===== src/hw/rtl/stc_pkg.sv =====
`timescale 1ns / 1ps
// ----------------------------------------------------------------------------
// stc_pkg
// Shared constants and types of the space-to-tab compressor.
// ----------------------------------------------------------------------------
package stc_pkg;

    localparam int DEF_MAX_TAB_WIDTH = 16;
    localparam int DEF_COLUMN_BITS   = 16;

    localparam int CFG_DATA_W = 5;

    localparam logic [CFG_DATA_W-1:0] TAB_WIDTH_RESET = 5'd8;

    localparam logic CFG_TAB_WIDTH    = 1'b0;
    localparam logic CFG_LEADING_ONLY = 1'b1;

    localparam logic [7:0] CH_TAB   = 8'd9;
    localparam logic [7:0] CH_NL    = 8'd10;
    localparam logic [7:0] CH_SPACE = 8'd32;

    localparam logic [1:0] KIND_END   = 2'd0;
    localparam logic [1:0] KIND_SPACE = 2'd1;
    localparam logic [1:0] KIND_TAB   = 2'd2;
    localparam logic [1:0] KIND_OTHER = 2'd3;

    localparam int QUEUE_DEPTH = 2;
    localparam int QUEUE_PTR_W = 1;

    typedef struct packed {
        logic [1:0] kind;
        logic [7:0] ch;
    } stc_item_t;

endpackage


===== src/hw/rtl/stc_front.sv =====
`timescale 1ns / 1ps
// ----------------------------------------------------------------------------
// stc_front
// Accepts input items, classifies them and holds them in a short queue.
// ----------------------------------------------------------------------------
module stc_front
    import stc_pkg::*;
(
    input  logic      clk,
    input  logic      rst_n,
    input  logic      in_valid,
    output logic      in_ready,
    input  logic [7:0] char_in,
    input  logic      line_end,
    output logic      q_valid,
    output stc_item_t q_item,
    input  logic      q_pop
);

    stc_item_t                slot_reg [QUEUE_DEPTH];
    logic [QUEUE_PTR_W-1:0]   wr_ptr_reg;
    logic [QUEUE_PTR_W-1:0]   wr_ptr_next;
    logic [QUEUE_PTR_W-1:0]   rd_ptr_reg;
    logic [QUEUE_PTR_W-1:0]   rd_ptr_next;
    logic [QUEUE_PTR_W:0]     count_reg;
    logic [QUEUE_PTR_W:0]     count_next;
    stc_item_t                new_item;
    logic                     push;
    logic                     pop;

    // classification
    always_comb
    begin
        new_item.ch = char_in;
        if (line_end)
        begin
            new_item.kind = KIND_END;
        end
        else if (char_in == CH_SPACE)
        begin
            new_item.kind = KIND_SPACE;
        end
        else if (char_in == CH_TAB)
        begin
            new_item.kind = KIND_TAB;
        end
        else
        begin
            new_item.kind = KIND_OTHER;
        end
    end

    assign in_ready = (count_reg != QUEUE_DEPTH[QUEUE_PTR_W:0]);
    assign q_valid  = (count_reg != '0);
    assign q_item   = slot_reg[rd_ptr_reg];
    assign push     = in_valid && in_ready;
    assign pop      = q_pop && q_valid;

    always_comb
    begin
        wr_ptr_next = push ? wr_ptr_reg + 1'b1 : wr_ptr_reg;
        rd_ptr_next = pop ? rd_ptr_reg + 1'b1 : rd_ptr_reg;
        count_next  = count_reg + {{QUEUE_PTR_W{1'b0}}, push}
                      - {{QUEUE_PTR_W{1'b0}}, pop};
    end

    always_ff @(posedge clk or negedge rst_n)
    begin
        if (!rst_n)
        begin
            wr_ptr_reg <= '0;
            rd_ptr_reg <= '0;
            count_reg  <= '0;
        end
        else
        begin
            wr_ptr_reg <= wr_ptr_next;
            rd_ptr_reg <= rd_ptr_next;
            count_reg  <= count_next;
        end
    end

    always_ff @(posedge clk)
    begin
        if (push)
        begin
            slot_reg[wr_ptr_reg] <= new_item;
        end
    end

endmodule


===== src/hw/rtl/stc_back.sv =====
`timescale 1ns / 1ps
// ----------------------------------------------------------------------------
// stc_back
// Column tracking and emission of tabs, spaces and passed characters.
// ----------------------------------------------------------------------------
module stc_back
    import stc_pkg::*;
#(
    parameter int MAX_TAB_WIDTH = DEF_MAX_TAB_WIDTH,
    parameter int COLUMN_BITS   = DEF_COLUMN_BITS,
    localparam int TW           = $clog2(MAX_TAB_WIDTH + 1)
)
(
    input  logic          clk,
    input  logic          rst_n,
    input  logic [TW-1:0] tab_eff,
    input  logic          leading_only,
    input  logic          q_valid,
    input  stc_item_t     q_item,
    output logic          q_pop,
    output logic          out_valid,
    input  logic          out_ready,
    output logic [7:0]    char_out,
    output logic          last
);

    localparam logic [2:0] ST_IDLE   = 3'd0;
    localparam logic [2:0] ST_NORM   = 3'd1;
    localparam logic [2:0] ST_TABADV = 3'd2;
    localparam logic [2:0] ST_EAGER  = 3'd3;
    localparam logic [2:0] ST_FLUSH  = 3'd4;
    localparam logic [2:0] ST_CHAR   = 3'd5;

    localparam logic [COLUMN_BITS-1:0] ONE = {{(COLUMN_BITS-1){1'b0}}, 1'b1};

    logic [2:0]             state_reg;
    logic [2:0]             state_next;
    logic [COLUMN_BITS-1:0] oc_reg;
    logic [COLUMN_BITS-1:0] oc_next;
    logic [COLUMN_BITS-1:0] ic_reg;
    logic [COLUMN_BITS-1:0] ic_next;
    logic [COLUMN_BITS-1:0] stop_reg;
    logic [COLUMN_BITS-1:0] stop_next;
    logic                   pass_reg;
    logic                   pass_next;
    stc_item_t              item_reg;
    stc_item_t              item_next;
    logic                   out_valid_reg;
    logic                   out_valid_next;
    logic [7:0]             char_out_reg;
    logic [7:0]             char_out_next;
    logic                   last_reg;
    logic                   last_next;

    logic [COLUMN_BITS-1:0] t_col;
    logic [COLUMN_BITS-1:0] ic_less;
    logic [COLUMN_BITS-1:0] oc_inc;
    logic                   room;
    logic                   is_end;
    logic                   more;

    assign t_col     = {{(COLUMN_BITS-TW){1'b0}}, tab_eff};
    assign ic_less   = ic_reg - t_col;
    assign oc_inc    = oc_reg + ONE;
    assign room      = !out_valid_reg || out_ready;
    assign is_end    = (item_reg.kind == KIND_END);
    assign q_pop     = (state_reg == ST_IDLE) && q_valid;
    assign out_valid = out_valid_reg;
    assign char_out  = char_out_reg;
    assign last      = last_reg;

    always_comb
    begin
        state_next     = state_reg;
        oc_next        = oc_reg;
        ic_next        = ic_reg;
        stop_next      = stop_reg;
        pass_next      = pass_reg;
        item_next      = item_reg;
        out_valid_next = (out_valid_reg && out_ready) ? 1'b0 : out_valid_reg;
        char_out_next  = char_out_reg;
        last_next      = last_reg;
        more           = 1'b0;

        case (state_reg)
            ST_IDLE:
            begin
                if (q_valid)
                begin
                    item_next  = q_item;
                    state_next = ST_NORM;
                end
            end

            ST_NORM:
            begin
                if (oc_reg >= t_col)
                begin
                    // bring the output column back into the first tab cell
                    oc_next = oc_reg - t_col;
                    ic_next = ic_less;
                end
                else if (item_reg.kind == KIND_END)
                begin
                    if (pass_reg)
                    begin
                        oc_next    = '0;
                        ic_next    = '0;
                        pass_next  = 1'b0;
                        state_next = ST_IDLE;
                    end
                    else
                    begin
                        state_next = ST_FLUSH;
                    end
                end
                else if (pass_reg)
                begin
                    state_next = ST_CHAR;
                end
                else if (item_reg.kind == KIND_SPACE)
                begin
                    ic_next    = ic_reg + ONE;
                    state_next = ST_EAGER;
                end
                else if (item_reg.kind == KIND_TAB)
                begin
                    stop_next  = t_col;
                    state_next = ST_TABADV;
                end
                else if (oc_reg == ic_reg)
                begin
                    state_next = ST_CHAR;
                end
                else
                begin
                    state_next = ST_FLUSH;
                end
            end

            ST_TABADV:
            begin
                if (stop_reg <= ic_reg)
                begin
                    stop_next = stop_reg + t_col;
                end
                else
                begin
                    ic_next    = stop_reg;
                    state_next = ST_EAGER;
                end
            end

            ST_EAGER:
            begin
                if ((t_col <= ic_reg) && (oc_inc < ic_reg))
                begin
                    if (room)
                    begin
                        more           = (t_col <= ic_less) && (ONE < ic_less);
                        out_valid_next = 1'b1;
                        char_out_next  = CH_TAB;
                        last_next      = !more;
                        oc_next        = '0;
                        ic_next        = ic_less;
                        if (!more)
                        begin
                            state_next = ST_IDLE;
                        end
                    end
                end
                else
                begin
                    state_next = ST_IDLE;
                end
            end

            ST_FLUSH:
            begin
                if ((t_col <= ic_reg) && (oc_reg < ic_reg) && (oc_inc != ic_reg))
                begin
                    if (room)
                    begin
                        more           = (ic_less != '0);
                        out_valid_next = 1'b1;
                        char_out_next  = CH_TAB;
                        last_next      = is_end && !more;
                        oc_next        = '0;
                        ic_next        = ic_less;
                        if (is_end && !more)
                        begin
                            oc_next    = '0;
                            ic_next    = '0;
                            pass_next  = 1'b0;
                            state_next = ST_IDLE;
                        end
                    end
                end
                else if (oc_reg < ic_reg)
                begin
                    if (room)
                    begin
                        more           = (oc_inc < ic_reg);
                        out_valid_next = 1'b1;
                        char_out_next  = CH_SPACE;
                        last_next      = is_end && !more;
                        oc_next        = oc_inc;
                        if (is_end && !more)
                        begin
                            oc_next    = '0;
                            ic_next    = '0;
                            pass_next  = 1'b0;
                            state_next = ST_IDLE;
                        end
                    end
                end
                else if (is_end)
                begin
                    oc_next    = '0;
                    ic_next    = '0;
                    pass_next  = 1'b0;
                    state_next = ST_IDLE;
                end
                else
                begin
                    state_next = ST_CHAR;
                end
            end

            ST_CHAR:
            begin
                if (room)
                begin
                    out_valid_next = 1'b1;
                    char_out_next  = item_reg.ch;
                    last_next      = 1'b1;
                    state_next     = ST_IDLE;
                    if (!pass_reg)
                    begin
                        if (leading_only || (item_reg.ch == CH_NL))
                        begin
                            pass_next = 1'b1;
                            oc_next   = '0;
                            ic_next   = '0;
                        end
                        else
                        begin
                            oc_next = oc_inc;
                            ic_next = oc_inc;
                        end
                    end
                end
            end

            default:
            begin
                state_next = ST_IDLE;
            end
        endcase
    end

    always_ff @(posedge clk or negedge rst_n)
    begin
        if (!rst_n)
        begin
            state_reg     <= ST_IDLE;
            oc_reg        <= '0;
            ic_reg        <= '0;
            pass_reg      <= 1'b0;
            out_valid_reg <= 1'b0;
        end
        else
        begin
            state_reg     <= state_next;
            oc_reg        <= oc_next;
            ic_reg        <= ic_next;
            pass_reg      <= pass_next;
            out_valid_reg <= out_valid_next;
        end
    end

    always_ff @(posedge clk)
    begin
        stop_reg     <= stop_next;
        item_reg     <= item_next;
        char_out_reg <= char_out_next;
        last_reg     <= last_next;
    end

endmodule


===== src/hw/rtl/space_to_tab_compressor.sv =====
`timescale 1ns / 1ps
// ----------------------------------------------------------------------------
// space_to_tab_compressor
// Rewrites whitespace runs of a text line in the fewest tabs and spaces.
// ----------------------------------------------------------------------------
// One character per item goes in; the characters that come out are passed
// characters, tabs and spaces. The front classifies each item into a
// two-entry queue, so up to two items are taken while the back is busy.
// The back takes one item at a time from the queue: it takes it in IDLE and
// decodes it in NORM, then a passed or ordinary character with nothing
// pending goes on to CHAR, a space to EAGER, which emits the tabs that are
// due, and a tab first advances its stop in TABADV past the input column,
// then the same as a space. An ordinary character after pending whitespace
// goes through FLUSH, which emits each pending tab or space, and then CHAR;
// a line end goes through FLUSH alone, and in pass-through mode straight
// back to IDLE. The decode step repeats, one tab width at a time, while the
// output column lies at or beyond the first tab stop, which happens after
// an ordinary character that reaches a tab stop and after the tab width
// shrinks mid-line. Results leave through one output register; a result
// that is due while the register still holds an unaccepted one stalls the
// back until it is taken, while the queue keeps accepting items until full.
// ----------------------------------------------------------------------------
module space_to_tab_compressor
    import stc_pkg::*;
#(
    parameter int MAX_TAB_WIDTH = DEF_MAX_TAB_WIDTH,
    parameter int COLUMN_BITS   = DEF_COLUMN_BITS
)
(
    input  logic                  clk,
    input  logic                  rst_n,
    input  logic                  in_valid,
    output logic                  in_ready,
    input  logic [7:0]            char_in,
    input  logic                  line_end,
    output logic                  out_valid,
    input  logic                  out_ready,
    output logic [7:0]            char_out,
    output logic                  last,
    input  logic                  cfg_we,
    input  logic                  cfg_addr,
    input  logic [CFG_DATA_W-1:0] cfg_wdata
);

    localparam int TW    = $clog2(MAX_TAB_WIDTH + 1);
    localparam int CMP_W = (TW > CFG_DATA_W) ? TW : CFG_DATA_W;

    localparam logic [CMP_W-1:0] MAX_CMP = MAX_TAB_WIDTH[CMP_W-1:0];

    logic [CFG_DATA_W-1:0] tab_width_reg;
    logic                  leading_only_reg;
    logic [CMP_W-1:0]      tab_ext;
    logic [CMP_W-1:0]      tab_clamp;
    logic [TW-1:0]         tab_eff;
    logic                  q_valid;
    stc_item_t             q_item;
    logic                  q_pop;

    // tab width limited to 1..MAX_TAB_WIDTH
    always_comb
    begin
        tab_ext = CMP_W'(tab_width_reg);
        if (tab_ext == '0)
        begin
            tab_clamp = {{(CMP_W-1){1'b0}}, 1'b1};
        end
        else if (tab_ext > MAX_CMP)
        begin
            tab_clamp = MAX_CMP;
        end
        else
        begin
            tab_clamp = tab_ext;
        end
        tab_eff = tab_clamp[TW-1:0];
    end

    always_ff @(posedge clk or negedge rst_n)
    begin
        if (!rst_n)
        begin
            tab_width_reg    <= TAB_WIDTH_RESET;
            leading_only_reg <= 1'b0;
        end
        else if (cfg_we)
        begin
            if (cfg_addr == CFG_TAB_WIDTH)
            begin
                tab_width_reg <= cfg_wdata;
            end
            else
            begin
                leading_only_reg <= cfg_wdata[0];
            end
        end
    end

    stc_front u_front (
        .clk      (clk),
        .rst_n    (rst_n),
        .in_valid (in_valid),
        .in_ready (in_ready),
        .char_in  (char_in),
        .line_end (line_end),
        .q_valid  (q_valid),
        .q_item   (q_item),
        .q_pop    (q_pop)
    );

    stc_back #(
        .MAX_TAB_WIDTH (MAX_TAB_WIDTH),
        .COLUMN_BITS   (COLUMN_BITS)
    ) u_back (
        .clk          (clk),
        .rst_n        (rst_n),
        .tab_eff      (tab_eff),
        .leading_only (leading_only_reg),
        .q_valid      (q_valid),
        .q_item       (q_item),
        .q_pop        (q_pop),
        .out_valid    (out_valid),
        .out_ready    (out_ready),
        .char_out     (char_out),
        .last         (last)
    );

endmodule


===== config.mk =====
export PLATFORM = sky130hd
export DESIGN_NAME = space_to_tab_compressor
export DESIGN_NICKNAME = d
export VERILOG_FILES = /design/src/hw/rtl/stc_pkg.sv /design/src/hw/rtl/stc_front.sv /design/src/hw/rtl/stc_back.sv /design/src/hw/rtl/space_to_tab_compressor.sv
export SDC_FILE = /design/constraint.sdc
export NUM_CORES = 1
export LEC_CHECK = 0
export BUFFER_PORTS_ARGS = -buffer_cell sky130_fd_sc_hd__buf_2
export CAP_MARGIN = 20
export CORE_ASPECT_RATIO = 1.25
export CORE_MARGIN = 8
export CORE_UTILIZATION = 57
export CTS_BUF_LIST = sky130_fd_sc_hd__clkbuf_16
export DETAILED_ROUTE_END_ITERATION = 7
export PLACE_DENSITY = 0.74
export SYNTH_ARGS = -nofsm -noshare
export SYNTH_HDL_FRONTEND = slang
export SYNTH_HIERARCHICAL = 1
export SYNTH_SLANG_ARGS = --single-unit

===== constraint.sdc =====
create_clock -name clk -period 5.8 [get_ports clk]
set_input_delay 0.29 -clock clk [delete_from_list [all_inputs] [get_ports clk]]
set_output_delay 0.29 -clock clk [all_outputs]
set_load 0.01 [all_outputs]

==> results.yml <==
place:
  gp_congestion: 0.996
  place_ws_ps: 779
  dp_hpwl_mm: 19.4
  place_area_um2: 8750
  portBuffers: 30
global_route:
  grt_pass1_wl_mm: 40.6
  grt_pass1_vias: 7596
  grt_max_degree: 48
  grt_util_all_layers_pct: 26.8
  gr-total-overflow: 0
  grt_antenna_before_repair: 0
synth:
  synth_nets: 1045
  yosys_most_used_dff: "edfxtp_1"
  syn_area_per_cell_um2: 8.93
  yosys_warnings: 6
  synthArstFlopShare_pct: 46.1
  syn_area_um2: 8460
  synth_edf_count: 55
  synth_top_area_share_pct: 19.5
  ys_seq_area_share_pct: 33.4
  synth_top_area_cell: "edfxtp_1"
  ys_types: 84
  ys_seq_elements: 102
  postSynthCellCount: 947
  synth_area_leaders: "edfxtp_1, dfrtp_1, ha_1, nor2_1, a21oi_1"
routing:
  vias: 8000
  drtPass1Iterations: 7
  routed_wl_mm: 25.8
  dr.first_iter.drc_count: 1034
  antenna_left: 0
  wl_per_cell_um: 22.5
  viasPerCell: 6.98
  drcViolationCount: 0
power_and_ir_drop:
  p_per_area_nw_per_um2: 622
  finalPower_mw: 5.64
  leakage_nw: 3.62
  vdd_drop_max_mv: 0.320
floorplan:
  core.rowCount: 50
  dieArea_um2: 19000
  start_util_pct: 57.3
  die_w_um: 125
  core_um2: 14800
  die-height_um: 152
  num_io_pins: 31
sta:
  rsz0062_at_grt: "no"
  hold_violations: 0
  finalClockSkew_ps: 8.80
  fin_crit_ps: 5170
  finalMaxSlewViolations: 0
  finalSetupTns_ps: 0
  setup_viol: 0
  fmax_mhz: 193
  relSlewSlack_pct: 29.5
  tightest_slew_ps: 1060
  period_share_pct: 89.1
  final.setup.worst_slack_ps: 630
clocking:
  cts_resized: 0
  cts-root-buf: "clkbuf_16"
  cts_tree: "yes"
  clk_latency_ps: 370
  hold_buffers: 0
  htreeDepth: 3
  clockBufferDepth: 2
  postCtsSetupRepairBufs: 0
  clkSinkCount: 102
  cts.clk_slew.worst_paths_ps: 80
  cts_buffers: 9
final_layout:
  final_cell_mix: "nor2_1, nand2_1, ha_1, a21oi_1, o21ai_0"
  finalNetCount: 1057
  synthToLayoutAreaGrowth_pct: 7.19
  diodes: 0
  fin_util_pct: 61.4
  fill_cells: 1284
  largest_register_ffs: 20
  drive_above_1_share_pct: 10.8
  postLayoutCellArea_um2: 9070
  final_common_cell: "nor2_1"
critical_path:
  cp-end-kind: "flop"
  path_class: "flop to flop"
  slowest_stage: "nand4bb_1"
  reg2reg_to: "u_back/oc_reg[6]"
  crit_buf_inv: 0
  rr_startpoint: "u_back/oc_reg[1]"
  rr_worst_depth: 15
  path_cells: "ha_1 -> nand4_1 -> nor2_1 -> and3_1 -> nand2_1 -> xnor2_1 -> ha_1 -> nand4_1 -> nor2_1 -> a22oi_1 -> nand3_1 -> a31o_2 -> nand4bb_1 -> or3_4 -> o32a_1"
  ff2ff_setup_slack_ps: 630
  cp_max_fo: 18
  cpPeakStageDelay_ps: 700
  crit_required_ps: 6060
  cp_data_arrival_time_ps: 5430
  cpLargestDelayFamily: "simple AND/OR/NAND/NOR gates"
  startpoint_type: "flop"
min_path:
  hold_path_class: "input port to async pin"
run:
  maxCapViolations: 0
run_status:
  status: "finished clean"
## power breakdown
part	switching [mW]	total [mW]	internal (mW)
clock	0.335	0.649	0.314
sequential	0.396	1.48	1.09
combinational	2.13	3.51	1.38
total	2.86	5.64	2.78
## synthesized netlist by cell type (all sizes together) (25+ instances only)
cell type / instances
nor2: 86
ha: 75
nand2: 75
a21oi: 64
o21ai: 62
edfxtp: 55
dfrtp: 46
inv: 46
xnor2: 29
clkbuf: 26
nand3: 26
nor3: 26
nand4: 25
## routing by layer
| metal | up-vias | GRT usage (%) | routed length (µm) |
|---|---|---|---|
| li1 | 3622 | - | - |
| met1 | 3778 | 32.7 | 9890 |
| met2 | 481 | 43.0 | 12000 |
| met3 | 119 | 5.08 | 2410 |
| met4 | 0 | 16.5 | 1530 |
| met5 | - | 0 | 0 |
## metrics by stage
step	cells	hold slack (ps)
6_report	1146	17.3
5_1_grt	1146	79.9
4_1_cts	1146	54.0
3_5_place_dp	1130	455
3_3_place_gp	1130	450
2_1_floorplan	947	-5.59
## how the worst max path moves through the flow
stage                          start               end  slack, ps  cells after the start
finish              u_back/oc_reg[1]  u_back/oc_reg[6]        630                     15
global route        u_back/oc_reg[1]  u_back/oc_reg[6]        260                     15
CTS                 u_back/oc_reg[1]  u_back/oc_reg[6]        690                     15
detailed placement  u_back/oc_reg[1]  u_back/oc_reg[6]        780                     15
global placement    u_back/oc_reg[1]  u_back/oc_reg[6]        830                     15
floorplan           u_back/oc_reg[1]  u_back/ic_reg[7]       1660                     15
## logic make-up (layout without fill, tap and decap cells)
family                     count (synthesis)  in the layout  synth area share (%)
DFF                                      102            102                  33.4
muxes                                     24             24                  3.20
buffers and inverters                     88            105                  4.19
and+or+nand+nor                          333            333                  20.3
AOI/OAI and AO/OA                        274            274                  22.1
adders and majority gates                 78             78                  11.8
xor gates and xnor gates                  48             48                  4.97
## final cells by class
cell class                      count  area [µm²]  area share, %
Tap cell                          182         228           2.51
Clock inverter                      7        88.8          0.980
Timing Repair Buffer               43         248           2.73
Sequential cell                   102        2830           31.2
Multi-Input combinational cell    757        5280           58.2
Inverter                           46         173           1.90
Clock buffer                        9         225           2.48
Note: power is estimated with default switching activity, not from simulation.
